[config.mk]
export PLATFORM = sky130hd
export DESIGN_NAME = madc_tally
export DESIGN_NICKNAME = d
export VERILOG_FILES = /design/src/hdl/madc_pkg.sv /design/src/hdl/madc_tally.sv
export SDC_FILE = /design/constraint.sdc
export NUM_CORES = 1
export LEC_CHECK = 0
export BUFFER_PORTS_ARGS = -buffer_cell sky130_fd_sc_hd__clkbuf_2
export CAP_MARGIN = 20
export CORE_ASPECT_RATIO = 0.7
export CORE_MARGIN = 1.5
export CORE_UTILIZATION = 53
export DETAILED_ROUTE_END_ITERATION = 10
export GPL_TIMING_DRIVEN = 0
export HOLD_SLACK_MARGIN = 0.08
export PLACE_DENSITY = 0.91
export SYNTH_ARGS = -nofsm -noshare
export SYNTH_HDL_FRONTEND = slang
export SYNTH_SLANG_ARGS = --single-unit
export TNS_END_PERCENT = 100
[constraint.sdc]
create_clock -name aclk -period 2.25 [get_ports aclk]
set_clock_uncertainty 0.2 [all_clocks]
set_input_delay 0.45 -clock aclk [delete_from_list [all_inputs] [get_ports aclk]]
set_output_delay 0.45 -clock aclk [all_outputs]
set_load 0.05 [all_outputs]
[src/hdl/madc_pkg.sv]
// ----------------------------------------------------------------------------
// madc_pkg
// Shared types and constants for the mesh adjacency defect counter.
// ----------------------------------------------------------------------------
package madc_pkg;

    localparam int MAX_POINTS  = 1024;
    localparam int MAX_NBR     = 79;
    localparam int IDX_W       = 12;
    localparam int PT_W        = $clog2(MAX_POINTS);
    localparam int DEG_W       = 7;
    localparam int CFG_W       = 11;
    localparam int CNT_W       = 11;
    localparam int REGION_W    = 2;
    localparam int KIND_W      = 3;
    localparam int STORE_DEPTH = MAX_POINTS * MAX_NBR;
    localparam int ADDR_W      = $clog2(STORE_DEPTH);

    localparam logic [CNT_W-1:0] CNT_MAX = {CNT_W{1'b1}};

    localparam logic [REGION_W-1:0] REGION_INTERIOR = 2'd1;
    localparam logic [REGION_W-1:0] REGION_BAND     = 2'd2;

    localparam logic [KIND_W-1:0] KIND_NONE  = 3'd0;
    localparam logic [KIND_W-1:0] KIND_FIVE  = 3'd1;
    localparam logic [KIND_W-1:0] KIND_SEVEN = 3'd2;
    localparam logic [KIND_W-1:0] KIND_OTHER = 3'd3;
    localparam logic [KIND_W-1:0] KIND_BAND  = 3'd4;

    localparam logic OP_INSERT   = 1'b0;
    localparam logic OP_CLASSIFY = 1'b1;

    typedef struct packed {
        logic              deg_we;
        logic [PT_W-1:0]   deg_waddr;
        logic [DEG_W-1:0]  deg_wdata;
        logic [PT_W-1:0]   deg_raddr;
        logic              nbr_we;
        logic [ADDR_W-1:0] nbr_waddr;
        logic [IDX_W-1:0]  nbr_wdata;
        logic [ADDR_W-1:0] nbr_raddr;
    } mem_req_t;

    typedef struct packed {
        logic [CNT_W-1:0] edge_total;
        logic [CNT_W-1:0] defect_total;
        logic [CNT_W-1:0] five_total;
        logic [CNT_W-1:0] seven_total;
    } totals_t;

endpackage

[src/hdl/madc_tally.sv]
// ----------------------------------------------------------------------------
// madc_tally
// Defect classification by degree and region, saturating running counters.
// ----------------------------------------------------------------------------
module madc_tally (
    input  logic                          aclk,
    input  logic                          aresetn,
    input  logic                          upd,
    input  logic [madc_pkg::DEG_W-1:0]    deg,
    input  logic [madc_pkg::REGION_W-1:0] region,
    output logic [madc_pkg::KIND_W-1:0]   kind,
    output madc_pkg::totals_t             totals
);
    import madc_pkg::*;

    totals_t tot_reg, tot_next;

    function automatic logic [CNT_W-1:0] sat_inc(input logic [CNT_W-1:0] c);
        return (c == CNT_MAX) ? c : c + 1'b1;
    endfunction

    always_comb begin
        tot_next = tot_reg;
        kind     = KIND_NONE;
        if (region == REGION_BAND) begin
            kind = KIND_BAND;
            tot_next.edge_total = sat_inc(tot_reg.edge_total);
        end else if (region == REGION_INTERIOR && deg != DEG_W'(6)) begin
            tot_next.defect_total = sat_inc(tot_reg.defect_total);
            if (deg == DEG_W'(5)) begin
                kind = KIND_FIVE;
                tot_next.five_total = sat_inc(tot_reg.five_total);
            end else if (deg == DEG_W'(7)) begin
                kind = KIND_SEVEN;
                tot_next.seven_total = sat_inc(tot_reg.seven_total);
            end else begin
                kind = KIND_OTHER;
            end
        end
    end

    always_ff @(posedge aclk) begin
        if (!aresetn) begin
            tot_reg <= '0;
        end else if (upd) begin
            tot_reg <= tot_next;
        end
    end

    assign totals = tot_reg;

endmodule

Word level (Yosys, flattened, before mapping)

Cells that the tools add are included.

Bits in registers: 44
Bits of input ports: 12
Output and inout bits: 47
Word-level logic and storage cells: 32

$add $sub $neg: 4
Equal/unequal tests: 9
Multiplexer cells: 4
Bitwise logic cells: 6
Reductions and logical operators: 5

Operator list:

| operator                                                                 | count |
|---|---|
| 11-bit by 1-bit adder with 11-bit output (second input constant)         | 4 |
| 11-bit equality test (second input constant)                             | 4 |
| 7-bit by 3-bit equality test with 1-bit output (second input constant)   | 2 |
| 7-bit by 3-bit inequality test with 1-bit output (second input constant) | 1 |
| 1-bit NOT                                                                | 6 |
| 6-bit AND reduction                                                      | 1 |
| 5-bit AND reduction                                                      | 1 |
| 2-bit 2-to-1 mux                                                         | 2 |
| 4-bit AND reduction                                                      | 1 |
| 3-bit 2-to-1 mux                                                         | 1 |
| 3-bit AND reduction                                                      | 1 |
| 2-bit by 1-bit equality test with 1-bit output (second input constant)   | 1 |
| 2-bit equality test (second input constant)                              | 1 |
| 1-bit logical AND                                                        | 1 |
| 1-bit 2-to-1 mux                                                         | 1 |

Logic depth before layout (Yosys ltp)

Depth in word-level cells: 5
Mapped depth: 6
Depth with buffers taken out: 5

Least setup slack after synthesis

No wires, ideal clock.

Kind: register -> register
Start: register tot_reg, in the netlist totals[15]
End: register tot_reg, in the netlist totals[12]
Setup time: 0.132 ns
Arrival: 1.836 ns
Required time: 1.918 ns
Setup slack: 0.082 ns
Cell stages (with the launch flop): 5
Path buffers: 0
Clock period less this slack: 2.168 ns
Cells stage by stage: dfxtp_1 > nand4_1 > nor3_1 > or3b_2 > a21oi_1

Word-level cells in the longest chain between the ends: 3

RTL lines:

| item                          | line             | text |
|---|---|---|
| start: declaration            | madc_tally.sv:16 | `totals_t tot_reg, tot_next;` |
| start signal: assignment      | madc_tally.sv:46 | `tot_reg <= tot_next;` |
| 11-bit equality test          | madc_tally.sv:19 | `return (c == CNT_MAX) ? c : c + 1'b1;` |
| 1-bit NOT (no line)           | --               |  |
| 5-bit AND reduction (no line) | --               |  |

Every way passes these cells.
A chain may end at the register's enable or synchronous reset.

Worst setup path after layout

Start: register tot_reg, in the netlist totals[22]
End: register tot_reg, in the netlist totals[23]

Word-level cells in the longest chain between the ends: 3
Elaborated cells between the ends (all ways): 4
Classes of those cells: add/sub: 1; eq/ne: 1; bitwise: 1; reduce/logical: 1

RTL lines:

| item |
|---|
| branches (longest 3 deep; another with 11-bit by 1-bit adder with 11-bit output) |

Several ways; the timed one is not identified.

==> reports/metrics.cfg <==
[synthesis]
synth_compound_area_share_pct = 19.0
ys_seq_area_share_pct = 37.6
yosys_warnings = 0
syn_area_sq_mm = 0.00234
ys.flop_type = dfxtp_1
synth_edf_count = 0
post-synth-top-count-cell = dfxtp_1
syn_inst = 274
synth_xor_area_share_pct = 1.12
syn_nets = 290
avgSynthCellArea_sq_um = 8.54
synthMuxAreaShare_pct = 3.42
synth_adder_area_share_pct = 2.14
yosys.area_share.simple_pct = 32.9
synth_top_area_share_pct = 37.6
synth_top_family_by_area = simple AND/OR/NAND/NOR gates
postSynth.asyncResetShare_pct = 0
synth_top_area_cell = dfxtp_1
synth_cell_types = 45
synth_commonest_cells = dfxtp_1, a21oi_1, nand2_1, nand3_1, o21ai_0
synthTopCellsByArea = dfxtp_1, a21oi_1, o31ai_1
yosys_register_bits = 44

[hold_path]
hold_path.startpoint = aresetn
whs_path_depth = 3
hp-class = input port to flop
worstHoldEndpoint = totals[22]

[sta]
slew_headroom_pct = 61.2
slew_viol_final = 0
final-hold-violation-count = 0
rsz0062_at_grt = no
setup_viol = 0
fin_crit_sh_pct = 93.1
min_period_ns = 2.09
worst_slew_pin_slew_ns = 0.582
fmax_mhz = 478
setup_tns_ns = 0

[detailed_routing]
ant_nets = 0
num_vias = 2430
drc = 0
viasPerCell = 6.20
routed_wl_um = 6020
drtPass1Iterations = 4
avgRoutedWirePerCell_um = 15.4
first_iter_violations = 152

[clocking]
clock_latency_ns = 0.31
cts_buffers = 5
cts-root-buf = clkbuf_8
cts_setup_buffers = 0
cts-hold-fix-buffers = 0
path_clk_slew_ns = 0.08
ctsResizeCount = 0
cts.sinks = 44
cts_tree = yes
h-tree-depth = 2
clk_path_buf_depth = 2

[grt]
grtUsageTotal_pct = 26.8
grtUsageMet1_pct = 37.1
busiest_layer = met2
grt_max_degree = 15
grt_pass1_wl_um = 9920
grt_pass1_vias = 2133
grt_use_met3_pct = 6.36
use_met2_pct = 41.2
grt_overflow_total = 0
grt_antenna_before_repair = 0

[die]
rows = 19
fp.dieArea_sq_mm = 0.00483
io-pin-count = 59
initial_core_util_pct = 57.6
dieHeight_um = 58.6
die-width_um = 82.4
core_sq_mm = 0.00407

[critical_path]
critical_path_class = flop to flop
cp_top_family = simple AND/OR/NAND/NOR gates
rrSetupSlack_ns = 0.16
path_cells = ha_1 -> nand2_1 -> nor4_1 -> clkbuf_1 -> or3b_2 -> a21oi_1
cp.required_ns = 2.22
cp_slowest_cell = clkbuf_1
cp_slowest_stage_delay_ns = 0.41
rr_endpoint = totals[23]
arrival_ns = 2.07
cp_num_buf_inv = 1
crit_fanout = 10
regToRegStartpoint = totals[22]
endpoint_kind = flop
reg2reg_depth = 6
start_kind = flop

[pwr]
combPwrFrac_pct = 6.4
finalPower_mw = 1.54
power.share.clock_pct = 42.6
power.switching_uw = 364
p_per_area_mw_per_mm2 = 544
leakagePower_nw = 1.03
ir_drop_mv = 0.456
netSwitchingFraction_pct = 23.7
internal_power_mw = 1.17
seqPwrFrac_pct = 51.0

[layout]
diodes = 0
instances_no_fill = 392
final_util_pct = 69.4
fill_cells = 320
fin_area_sq_mm = 0.00282
regArea_sq_um = 881
largest_register_ff_count = 44
syn2layout_area_growth_pct = 20.6
post_route_cells_drive_above_1_share_pct = 23.5
final_nets = 355
multi_input_area_sq_mm = 0.00138

[placement]
io_buffer_count = 58
dp_hpwl_um = 4290
gp_congestion = 0.859
place_area_sq_mm = 0.00270
placed_cells = 384

[outcome]
outcome = finished, final reports clean

[flow_run]
maxCapViolations = 0

[power groups by stage]
stage	logic [mW]	clock network, mW	registers (mW)
final	0.0985	0.654	0.784
after global routing	0.107	0.698	0.784
after CTS	0.0982	0.658	0.784
after detailed placement	0.0975	0	0.802
after global placement	0.0954	0	0.802
after floorplan	0.0516	0	0.810
[worst register-to-register path, delay by kind of cell (launching register included)]
kind                       cells  cell delay (ns)
and+or+nand+nor                3             0.65
buffers and inverters          1             0.41
adders and majority gates      1             0.24
AOI/OAI and AO/OA              1             0.06
DFF                            1             0.40
[layer usage]
metal | vias to the layer above | wire length (um) | share of wire (%)
met5 | - | 0 | 0
met4 | 0 | 84 | 1.4
met3 | 14 | 442 | 7.3
met2 | 91 | 2790 | 46
met1 | 1139 | 2700 | 45
li1 | 1186 | - | -
[cell type report]
cell class / instances / area share, %
clock inverters: 2 / 1.37
well taps: 52 / 2.30
clock buffers: 6 / 2.93
repair buffers: 58 / 10.3
multi-input cells: 209 / 48.8
plain buffers: 11 / 1.82
flip-flops and latches: 44 / 31.2
inverters: 10 / 1.33
[how the worst max path moves through the flow]
stage	start	to	depth (start not counted)
2_1_floorplan	totals[15]	totals[12]	4
6_report	totals[22]	totals[23]	6
3_5_place_dp	deg[3]	totals[5]	6
4_1_cts	totals[15]	totals[12]	4
5_1_grt	totals[22]	totals[29]	6
3_3_place_gp	deg[3]	totals[5]	6
[kinds of logic after synthesis]
family,count (synthesis)
simple gates,123
compound gates,71
mux,8
flops,44
buf+inv,21
xor+xnor,3
fa+ha+maj,4
[stage by stage]
step	hold WS, ns	worst slack [ns]
detailed placement	0.289	0.0591
floorplan	0.439	0.0815
global placement	0.273	0.0920
CTS	0.274	0.191
finish	0.275	0.156
global route	0.310	0.0149
[placed cells by master (no fill, tap or decap), drive strengths merged, types with 2 or more instances in the layout]
cell type  instances
nor2b              2
clkbuf            72
o21ai             14
nor3b              2
nor3               4
a21oi             30
and4               5
o41ai              3
mux2i              8
buf                3
nor4b              2
nand4             10
nor4               7
o31ai             12
nor2               8
dfxtp             44
o211ai             2
inv                9
or4               12
clkinv             2
or3b               3
ha                 4
xor2               2
nand3             19
or3               12
and3               7
o311ai             2
nand2             18
nand2b             8
(Power assumes the default switching activity.)
