<file path="src/hdl/madc_pkg.sv">
// ----------------------------------------------------------------------------
// madc_pkg
// Shared types and constants for the mesh adjacency defect counter.
// ----------------------------------------------------------------------------
package madc_pkg;

    localparam int MAX_POINTS  = 1024;
    localparam int MAX_NBR     = 79;
    localparam int IDX_W       = 12;
    localparam int PT_W        = $clog2(MAX_POINTS);
    localparam int DEG_W       = 7;
    localparam int CFG_W       = 11;
    localparam int CNT_W       = 11;
    localparam int REGION_W    = 2;
    localparam int KIND_W      = 3;
    localparam int STORE_DEPTH = MAX_POINTS * MAX_NBR;
    localparam int ADDR_W      = $clog2(STORE_DEPTH);

    localparam logic [CNT_W-1:0] CNT_MAX = {CNT_W{1'b1}};

    localparam logic [REGION_W-1:0] REGION_INTERIOR = 2'd1;
    localparam logic [REGION_W-1:0] REGION_BAND     = 2'd2;

    localparam logic [KIND_W-1:0] KIND_NONE  = 3'd0;
    localparam logic [KIND_W-1:0] KIND_FIVE  = 3'd1;
    localparam logic [KIND_W-1:0] KIND_SEVEN = 3'd2;
    localparam logic [KIND_W-1:0] KIND_OTHER = 3'd3;
    localparam logic [KIND_W-1:0] KIND_BAND  = 3'd4;

    localparam logic OP_INSERT   = 1'b0;
    localparam logic OP_CLASSIFY = 1'b1;

    typedef struct packed {
        logic              deg_we;
        logic [PT_W-1:0]   deg_waddr;
        logic [DEG_W-1:0]  deg_wdata;
        logic [PT_W-1:0]   deg_raddr;
        logic              nbr_we;
        logic [ADDR_W-1:0] nbr_waddr;
        logic [IDX_W-1:0]  nbr_wdata;
        logic [ADDR_W-1:0] nbr_raddr;
    } mem_req_t;

    typedef struct packed {
        logic [CNT_W-1:0] edge_total;
        logic [CNT_W-1:0] defect_total;
        logic [CNT_W-1:0] five_total;
        logic [CNT_W-1:0] seven_total;
    } totals_t;

endpackage

</file>
<file path="src/hdl/madc_seq.sv">
// ----------------------------------------------------------------------------
// madc_seq
// Sequencer: degree clear pass, six neighbour adds per triangle with a
// linear duplicate search, classify lookup, and the result word register.
// ----------------------------------------------------------------------------
module madc_seq (
    input  logic                          aclk,
    input  logic                          aresetn,
    input  logic [madc_pkg::CFG_W-1:0]    num_points,
    input  logic                          s_valid,
    output logic                          s_ready,
    input  logic                          in_op,
    input  logic [madc_pkg::IDX_W-1:0]    in_vert_a,
    input  logic [madc_pkg::IDX_W-1:0]    in_vert_b,
    input  logic [madc_pkg::IDX_W-1:0]    in_vert_c,
    input  logic [madc_pkg::REGION_W-1:0] in_region,
    output madc_pkg::mem_req_t            mem_req,
    input  logic [madc_pkg::DEG_W-1:0]    deg_rdata,
    input  logic [madc_pkg::IDX_W-1:0]    nbr_rdata,
    output logic                          tally_upd,
    output logic [madc_pkg::DEG_W-1:0]    tally_deg,
    output logic [madc_pkg::REGION_W-1:0] tally_region,
    input  logic [madc_pkg::KIND_W-1:0]   tally_kind,
    input  madc_pkg::totals_t             totals,
    output logic                          m_valid,
    input  logic                          m_ready,
    output logic                          out_overflow,
    output logic [madc_pkg::DEG_W-1:0]    out_degree,
    output logic [madc_pkg::KIND_W-1:0]   out_kind,
    output madc_pkg::totals_t             out_totals
);
    import madc_pkg::*;

    typedef enum logic [8:0] {
        ST_CLEAR    = 9'b000000001,
        ST_IDLE     = 9'b000000010,
        ST_PAIR     = 9'b000000100,
        ST_DEG      = 9'b000001000,
        ST_SEARCH   = 9'b000010000,
        ST_ADD      = 9'b000100000,
        ST_CLS_RD   = 9'b001000000,
        ST_CLS_WAIT = 9'b010000000,
        ST_RESULT   = 9'b100000000
    } state_t;

    localparam int CMP_W = IDX_W + 1;
    localparam logic [2:0] PAIR_LAST = 3'd5;
    localparam logic [CFG_W-1:0] PT_LIMIT = CFG_W'(MAX_POINTS);

    state_t               state_reg, state_next;
    logic [PT_W-1:0]      clr_idx_reg, clr_idx_next;
    logic [IDX_W-1:0]     va_reg, va_next;
    logic [IDX_W-1:0]     vb_reg, vb_next;
    logic [IDX_W-1:0]     vc_reg, vc_next;
    logic [REGION_W-1:0]  region_reg, region_next;
    logic [2:0]           pair_reg, pair_next;
    logic [ADDR_W-1:0]    base_reg, base_next;
    logic [IDX_W-1:0]     nb_reg, nb_next;
    logic [PT_W-1:0]      v_reg, v_next;
    logic [DEG_W-1:0]     n_reg, n_next;
    logic [DEG_W-1:0]     k_reg, k_next;
    logic                 pend_reg, pend_next;
    logic                 ovf_reg, ovf_next;
    logic [DEG_W-1:0]     deg_res_reg, deg_res_next;
    logic [KIND_W-1:0]    kind_res_reg, kind_res_next;
    logic                 m_valid_reg, m_valid_next;
    logic                 o_ovf_reg, o_ovf_next;
    logic [DEG_W-1:0]     o_deg_reg, o_deg_next;
    logic [KIND_W-1:0]    o_kind_reg, o_kind_next;
    totals_t              o_tot_reg, o_tot_next;

    logic [CFG_W-1:0]     lim;
    logic [IDX_W-1:0]     v_sel, nb_sel;
    logic                 v_sel_ok, va_ok;
    logic                 issue, hit, advance, out_free;

    assign lim = (num_points > PT_LIMIT) ? PT_LIMIT : num_points;

    // pair order: (a,b) (a,c) (b,a) (b,c) (c,a) (c,b)
    always_comb begin
        case (pair_reg)
            3'd0:    begin v_sel = va_reg; nb_sel = vb_reg; end
            3'd1:    begin v_sel = va_reg; nb_sel = vc_reg; end
            3'd2:    begin v_sel = vb_reg; nb_sel = va_reg; end
            3'd3:    begin v_sel = vb_reg; nb_sel = vc_reg; end
            3'd4:    begin v_sel = vc_reg; nb_sel = va_reg; end
            default: begin v_sel = vc_reg; nb_sel = vb_reg; end
        endcase
    end

    assign v_sel_ok = CMP_W'(v_sel)  < CMP_W'(lim);
    assign va_ok    = CMP_W'(va_reg) < CMP_W'(lim);
    assign issue    = k_reg < n_reg;
    assign hit      = pend_reg && (nbr_rdata == nb_reg);
    assign out_free = !m_valid_reg || m_ready;

    always_comb begin
        state_next    = state_reg;
        clr_idx_next  = clr_idx_reg;
        va_next       = va_reg;
        vb_next       = vb_reg;
        vc_next       = vc_reg;
        region_next   = region_reg;
        pair_next     = pair_reg;
        base_next     = base_reg;
        nb_next       = nb_reg;
        v_next        = v_reg;
        n_next        = n_reg;
        k_next        = k_reg;
        pend_next     = pend_reg;
        ovf_next      = ovf_reg;
        deg_res_next  = deg_res_reg;
        kind_res_next = kind_res_reg;
        o_ovf_next    = o_ovf_reg;
        o_deg_next    = o_deg_reg;
        o_kind_next   = o_kind_reg;
        o_tot_next    = o_tot_reg;
        m_valid_next  = m_ready ? 1'b0 : m_valid_reg;
        advance       = 1'b0;
        tally_upd     = 1'b0;

        mem_req           = '0;
        mem_req.deg_raddr = v_sel[PT_W-1:0];
        mem_req.nbr_raddr = base_reg + ADDR_W'(k_reg);
        mem_req.nbr_waddr = base_reg + ADDR_W'(n_reg);
        mem_req.nbr_wdata = nb_reg;
        mem_req.deg_waddr = v_reg;
        mem_req.deg_wdata = n_reg + 1'b1;

        case (state_reg)
            ST_CLEAR: begin
                mem_req.deg_we    = 1'b1;
                mem_req.deg_waddr = clr_idx_reg;
                mem_req.deg_wdata = '0;
                clr_idx_next      = clr_idx_reg + 1'b1;
                if (clr_idx_reg == {PT_W{1'b1}}) begin
                    state_next = ST_IDLE;
                end
            end
            ST_IDLE: begin
                if (s_valid) begin
                    va_next       = in_vert_a;
                    vb_next       = in_vert_b;
                    vc_next       = in_vert_c;
                    region_next   = in_region;
                    pair_next     = '0;
                    ovf_next      = 1'b0;
                    deg_res_next  = '0;
                    kind_res_next = KIND_NONE;
                    state_next    = (in_op == OP_CLASSIFY) ? ST_CLS_RD : ST_PAIR;
                end
            end
            ST_PAIR: begin
                if (v_sel_ok) begin
                    v_next     = v_sel[PT_W-1:0];
                    nb_next    = nb_sel;
                    base_next  = ADDR_W'(v_sel[PT_W-1:0]) * ADDR_W'(MAX_NBR);
                    state_next = ST_DEG;
                end else begin
                    advance = 1'b1;
                end
            end
            ST_DEG: begin
                n_next     = deg_rdata;
                k_next     = '0;
                pend_next  = 1'b0;
                state_next = ST_SEARCH;
            end
            ST_SEARCH: begin
                k_next    = k_reg + DEG_W'(issue);
                pend_next = issue;
                if (hit) begin
                    advance = 1'b1;
                end else if (!issue && !pend_reg) begin
                    state_next = ST_ADD;
                end
            end
            ST_ADD: begin
                if (n_reg >= DEG_W'(MAX_NBR)) begin
                    ovf_next = 1'b1;
                end else begin
                    mem_req.nbr_we = 1'b1;
                    mem_req.deg_we = 1'b1;
                end
                advance = 1'b1;
            end
            ST_CLS_RD: begin
                mem_req.deg_raddr = va_reg[PT_W-1:0];
                state_next        = va_ok ? ST_CLS_WAIT : ST_RESULT;
            end
            ST_CLS_WAIT: begin
                tally_upd     = 1'b1;
                deg_res_next  = deg_rdata;
                kind_res_next = tally_kind;
                state_next    = ST_RESULT;
            end
            ST_RESULT: begin
                if (out_free) begin
                    m_valid_next = 1'b1;
                    o_ovf_next   = ovf_reg;
                    o_deg_next   = deg_res_reg;
                    o_kind_next  = kind_res_reg;
                    o_tot_next   = totals;
                    state_next   = ST_IDLE;
                end
            end
            default: begin
                state_next = ST_IDLE;
            end
        endcase

        if (advance) begin
            if (pair_reg == PAIR_LAST) begin
                state_next = ST_RESULT;
            end else begin
                pair_next  = pair_reg + 1'b1;
                state_next = ST_PAIR;
            end
        end
    end

    always_ff @(posedge aclk) begin
        if (!aresetn) begin
            state_reg   <= ST_CLEAR;
            clr_idx_reg <= '0;
            m_valid_reg <= 1'b0;
            pair_reg    <= '0;
            pend_reg    <= 1'b0;
            ovf_reg     <= 1'b0;
        end else begin
            state_reg   <= state_next;
            clr_idx_reg <= clr_idx_next;
            m_valid_reg <= m_valid_next;
            pair_reg    <= pair_next;
            pend_reg    <= pend_next;
            ovf_reg     <= ovf_next;
        end
    end

    always_ff @(posedge aclk) begin
        va_reg       <= va_next;
        vb_reg       <= vb_next;
        vc_reg       <= vc_next;
        region_reg   <= region_next;
        base_reg     <= base_next;
        nb_reg       <= nb_next;
        v_reg        <= v_next;
        n_reg        <= n_next;
        k_reg        <= k_next;
        deg_res_reg  <= deg_res_next;
        kind_res_reg <= kind_res_next;
        o_ovf_reg    <= o_ovf_next;
        o_deg_reg    <= o_deg_next;
        o_kind_reg   <= o_kind_next;
        o_tot_reg    <= o_tot_next;
    end

    assign s_ready      = (state_reg == ST_IDLE);
    assign tally_deg    = deg_rdata;
    assign tally_region = region_reg;
    assign m_valid      = m_valid_reg;
    assign out_overflow = o_ovf_reg;
    assign out_degree   = o_deg_reg;
    assign out_kind     = o_kind_reg;
    assign out_totals   = o_tot_reg;

endmodule

</file>
<file path="config.mk">
export PLATFORM = sky130hd
export DESIGN_NAME = madc_seq
export DESIGN_NICKNAME = d
export VERILOG_FILES = /design/src/hdl/madc_pkg.sv /design/src/hdl/madc_seq.sv
export SDC_FILE = /design/constraint.sdc
export NUM_CORES = 1
export LEC_CHECK = 0
export BUFFER_PORTS_ARGS = -buffer_cell sky130_fd_sc_hd__buf_2
export CAP_MARGIN = 20
export CORE_MARGIN = 2
export CORE_UTILIZATION = 54
export DETAILED_ROUTE_END_ITERATION = 6
export GPL_TIMING_DRIVEN = 0
export PLACE_DENSITY = 0.79
export SYNTH_ARGS = -nofsm -noshare
export SYNTH_HDL_FRONTEND = slang
export SYNTH_SLANG_ARGS = --single-unit
</file>
<file path="constraint.sdc">
create_clock -name aclk -period 6.3 [get_ports aclk]
set_input_delay 0.945 -clock aclk [delete_from_list [all_inputs] [get_ports aclk]]
set_output_delay 0.945 -clock aclk [all_outputs]
set_load 0.01 [all_outputs]
</file>
======== Word level (Yosys, flattened, before mapping) ========
Index checks and enable logic that the tools add are counted.
storage, ports and cells
  bits in registers ....................... 181
  input port bits ......................... 120
  output and inout port bits .............. 142
  logic and storage cells ................. 120
cells by class
  add/sub/neg operators ................... 6
  multipliers ............................. 1
  order comparisons ....................... 5
  equality and inequality tests ........... 25
  muxes and demuxes ....................... 39
  reductions and logical operators ........ 20
operators with widths
  cell                                                                    count
  9-bit two-way mux                                                       9
  9-bit one-hot mux with 9 select lines                                   1
  12-bit one-hot mux with 2 select lines                                  2
  17-bit by 7-bit adder with 17-bit output                                2
  7-bit one-hot mux with 2 select lines                                   2
  12-bit by 11-bit less-than comparator with 1-bit output                 2
  10-bit by 7-bit multiplier with 17-bit output (second input constant)   1
  17-bit two-way mux                                                      1
  3-bit two-way mux                                                       5
  3-bit != test (second input constant)                                   5
  7-bit two-way mux                                                       2
  12-bit equality test                                                    1
  11-bit greater-than comparator (second input constant)                  1
  11-bit two-way mux                                                      1
  10-bit by 1-bit adder with 10-bit output (second input constant)        1
  10-bit equality test (second input constant)                            1
  1-bit two-way mux                                                       10
  10-bit two-way mux                                                      1
  9-bit by 1-bit equality test with 1-bit output (second input constant)  1
  9-bit by 2-bit equality test with 1-bit output (second input constant)  1
  9-bit by 3-bit equality test with 1-bit output (second input constant)  1
  9-bit by 4-bit equality test with 1-bit output (second input constant)  1
  9-bit by 5-bit equality test with 1-bit output (second input constant)  1
  9-bit by 6-bit equality test with 1-bit output (second input constant)  1
  25 further kinds                                                        42

======== Depth between registers and ports, before layout ========
  depth after elaboration ................. 8
  depth in mapped cells ................... 22
  depth with buffers taken out ............ 21

======== Worst setup path after synthesis ========
No wires, ideal clock.
  kind .................................... register -> register
  start ................................... reg pair_reg[0]
  end ..................................... reg base_reg[0], enable pin
  setup time .............................. 0.482 ns
  arrival time ............................ 5.301 ns
  data required time ...................... 5.818 ns
  path slack .............................. 0.517 ns
  cell stages (with the launch flop) ...... 15
  clock period less this slack ............ 5.783 ns
  cells stage by stage .................... dfxtp_1 inv_1 ha_1 o21ba_4 clkbuf_1 a22o_1 a21oi_1 inv_1 ha_1 o21a_1 o21a_1 o2111ai_1 a221o_1 a31oi_1 nor3_1
between the ends
  cells in the longest elaborated chain, start to end .. 5
  elaborated cells on any way between the ends .. 9
RTL lines
  element                                                                 line             RTL
  from (decl)                                                             madc_seq.sv:56   logic [2:0] pair_reg, pair_next;
  from (signal assigned)                                                  madc_seq.sv:234  pair_reg <= pair_next;
  3-bit by 2-bit equality test with 1-bit output (tied with other cells)  madc_seq.sv:81   case (pair_reg)
  2-bit OR reduction (no source line)                                     --
  12-bit one-hot mux with 2 select lines (*)                              madc_seq.sv:81
  named net v_sel[2]                                                      madc_seq.sv:73   logic [IDX_W-1:0] v_sel, nb_sel;
  12-bit by 11-bit less-than comparator with 1-bit output (*)             madc_seq.sv:91   assign v_sel_ok = CMP_W'(v_sel) < CMP_W'(lim);
  2-bit AND reduction (no source line) (*)                                --
  to (signal assigned)                                                    madc_seq.sv:245  base_reg <= base_next;
  to (decl)                                                               madc_seq.sv:57   logic [ADDR_W-1:0] base_reg, base_next;
The timed path passes the listed nets; every way through them passes the cells marked *.
A chain may end at the register's enable or synchronous reset.

======== Worst setup path after layout ========
  start ................................... reg pair_reg[1]
  end ..................................... reg base_reg[15] (data pin)
between the ends
  cells in the longest elaborated chain, start to end .. 4
  elaborated cells on any way between the ends .. 8
RTL lines
  element                                                                 line             RTL
  3-bit by 2-bit equality test with 1-bit output (tied with other cells)  madc_seq.sv:81
  2-bit OR reduction (no source line)                                     --
  12-bit one-hot mux with 2 select lines (*)                              madc_seq.sv:81
  named net v_sel[7]                                                      madc_seq.sv:73
  10-bit by 7-bit multiplier with 17-bit output (*)                       madc_seq.sv:157  base_next = ADDR_W'(v_sel[PT_W-1:0]) * ADDR_W'(MAX_NBR);
Marks and branches as above.

==> metrics.md <==
| Metric | Value |
|---|---|
| DRC viols | 0 |
| Pleak | 0.00529 uW |
| Tightest Hold Check Type | reg2reg |
| Mapped Area | 9930 sq um |
| Max reg flops | 44 |
| Gp weighted congestion | 0.919 |
| Post-cts gate resize count | 0 |
| Port buffer count | 261 |
| Num Clock Sinks | 180 |
| Setup crit end kind | register |
| Inserted Diodes | 0 |
| Crit path top cell by count | inv_1 |
| Skew final | 0.00674 ns |
| Final Util | 67.5% |
| Synth Register Bits | 180 |
| R2R cell count | 20 |
| Router iterations before antenna repair | 5 |
| Status | completed |
| CTS tree | built |
| Final Setup Violations | 0 |
| Num CTS Buffers | 17 |
| Final Cycle Share | 95.2% |
| Number of cells on the critical path | 20 |
| Startpoint types | register |
| Post-CTS Setup Inserts | 0 |
| Main flop type after synthesis | edfxtp_1 |
| Post-synthesis sequential area ratio | 51.9% |
| Vias per Instance | 5.51 |
| CP max FO | 10 |
| Final hold viol count | 0 |
| Vias in the first global route | 7,416 |
| Post-DRT Antenna Nets | 0 |
| Final Worst Setup Slack | 0.300 ns |
| First-pass GRT wire length | 37.7 mm |
| CP cell instances | inv_1, ha_1, o21ba_4, nor3_1, clkbuf_1, a21oi_1, inv_1, fa_1, ha_1, fa_1, inv_1, fa_1, inv_1, ha_1, a31o_2, a31o_2, nor4_1, o31ai_1, a21oi_1, xnor2_1 |
| Slew HR | 49.6% |
| CTS Hold Bufs | 0 |
| Commonest non-fill, non-tap cells in the layout | buf_2 (262), edfxtp_1 (155), ha_1 (84), inv_1 (74), nand2_1 (66) |
| Starting Density | 55.1% |
| Clk buf depth | 2 |
| Share of cells above drive strength 1 | 28.4% |
| Nets | 1,360 |
| Htree depth | 4 |
| Power per cell area | 216 nW/um^2 |
| Ports | 262 |
| Per-cell routed wire length | 17.3 um |
| Tot GR Track Use | 24.9% |
| Core ar. | 18,000 sq um |
| Synth Net Count | 1,075 |
| Worst setup path start | pair_reg[1]$_SDFF_PN0_ |
| Total gr overflow | 0 |
| Initial drt markers | 530 |
| Min cycle time layout | 6.00 ns |
| Worst-Margin Slew | 0.756 ns |
| FF-to-FF End | base_reg[15]$_DFFE_PP_ |
| Worst-Skew Late Latency | 0.44 ns |
| CP max-delay cell | fa_1 |
| Avg Inst Size Synth | 11.7 sq um |
| Peak VDD IR | 0.212 mV |
| Register clock-pin slew on the reported worst setup and hold paths | 0.07 ns |
| Synth unique cells | 61 |
| Fraction of registers with async set/reset | 0% |
| CP arrival | 6.19 ns |
| Final Max Tran Viols | 0 |
| Initial antenna violation count | 0 |
| Die Height | 140 um |
| CP bufs+invs | 5 |
| Clk Tree Root Cell | clkbuf_16 |
| R2R setup slack | 0.30 ns |
| Die Area | 19,500 sq um |
| Std cell rows | 49 |
| CP peak stage delay | 0.54 ns |
| Ys Warns | 0 |
| Final WL | 23.9 mm |
| Vias | 7,594 |
| DP HPWL | 18.8 mm |
| Most common cell after layout, fill and taps aside | buf_2 |
| EDFF count, synth | 155 |
| Die Width | 140 um |
| Final Non-Filler Cells | 1,379 |
| RSZ-0062 raised after global routing | no |
| Largest net degree at the start of global routing | 39 |
| Required @ worst endpoint | 6.49 ns |
| R2r startpoint | pair_reg[1]$_SDFF_PN0_ |
| Type of the worst setup path | reg2reg |
| Mapped Cells | 852 |
| Max Cap Violations | 0 |
| Final Hold Slack | 0.421 ns |
| Max Freq | 0.167 GHz |
| Setup crit end | base_reg[15]$_DFFE_PP_ |
| Post-place setup slack | 0.355 ns |
| Layout overhead on the synthesized area | 22.5% |
| # placed instances | 1,347 |
| CP delay by family, top | adder cells |
==> logic make-up after synthesis <==
group | synth area share, %
flip-flops | 51.9
adder cells (fa/ha/maj) | 14.5
buffers and inverters | 4.10
AO/OA/AOI/OAI | 9.32
XOR/XNOR | 6.62
multiplexers | 1.44
AND/OR/NAND/NOR | 12.1
==> where the power goes <==
group | internal, uW | total (uW) | switching (uW)
Clock | 515 | 989 | 475
Sequential | 1310 | 1320 | 15.3
Combinational | 147 | 315 | 168
Total | 1970 | 2630 | 658
==> routing by layer <==
metal  up-vias  GRT usage, %  wire length [um]
met2       326          44.1             12100
met4         0          7.21               506
met5         -             0                 0
met3        47          5.78              1660
li1       3603             -                 -
met1      3618          30.5              9600
==> worst min path at each step <==
stage,start,to,cells past startpoint
floorplan,deg_res_reg[0]$_SDFFCE_PN0P_,out_degree[0]$_DFFE_PP_,0
global placement,deg_res_reg[0]$_SDFFCE_PN0P_,out_degree[0]$_DFFE_PP_,0
detailed placement,deg_res_reg[5]$_SDFFCE_PN0P_,out_degree[5]$_DFFE_PP_,0
CTS,deg_res_reg[5]$_SDFFCE_PN0P_,out_degree[5]$_DFFE_PP_,0
global route,deg_res_reg[3]$_SDFFCE_PN0P_,out_degree[3]$_DFFE_PP_,0
finish,deg_res_reg[5]$_SDFFCE_PN0P_,out_degree[5]$_DFFE_PP_,0
==> worst reg2reg max path: stages (launching register included) <==
cell and delay (ns):
dfxtp_1 0.38, inv_1 0.08, ha_1 0.26, o21ba_4 0.24, nor3_1 0.22, clkbuf_1 0.49
a21oi_1 0.31, inv_1 0.33, fa_1 0.48, ha_1 0.31, fa_1 0.54, inv_1 0.06
fa_1 0.50, inv_1 0.04, ha_1 0.35, a31o_2 0.25, a31o_2 0.22, nor4_1 0.30
o31ai_1 0.13, a21oi_1 0.19, xnor2_1 0.08
==> area by class of cell <==
class	instances	area, sq um
Timing Repair Buffer	266	1390
Clock buffer	18	429
Multi-Input combinational cell	571	4380
Clock inverter	14	115
Sequential cell	180	5150
Tap cell	229	287
Fill cell	1362	5860
Buffer	25	121
Inverter	76	285
==> cell usage after synthesis (all sizes together) (4+ instances only) <==
cell / n / area [sq um]
a21oi: 35 / 183
nand2: 66 / 248
nor3: 11 / 55.1
nand2b: 10 / 62.6
nand4: 12 / 75.1
dfxtp: 25 / 500
a31o: 4 / 35.0
buf: 9 / 61.3
and2: 23 / 144
nand3: 21 / 105
and3: 9 / 56.3
nor2b: 7 / 43.8
a22o: 6 / 52.6
a21boi: 6 / 45.0
mux2: 10 / 113
edfxtp: 155 / 4650
inv: 75 / 282
o21ai: 19 / 95.1
a31oi: 5 / 31.3
clkbuf: 16 / 60.1
nor2: 61 / 229
fa: 19 / 380
a22oi: 16 / 120
a21o: 13 / 97.6
xor2: 22 / 193
nor4: 6 / 37.5
xnor2: 53 / 464
o21a: 10 / 75.1
ha: 84 / 1050
nand4b: 5 / 43.8
==> metrics by stage <==
step	power, uW	area, sq um	setup TNS (ns)
floorplan	1540	9930	0
global placement	1660	11500	-51.94
detailed placement	1660	11600	0
CTS	2650	12200	0
global route	2730	12200	0
finish	2630	12200	0
Power figures use the tool's default switching activity.
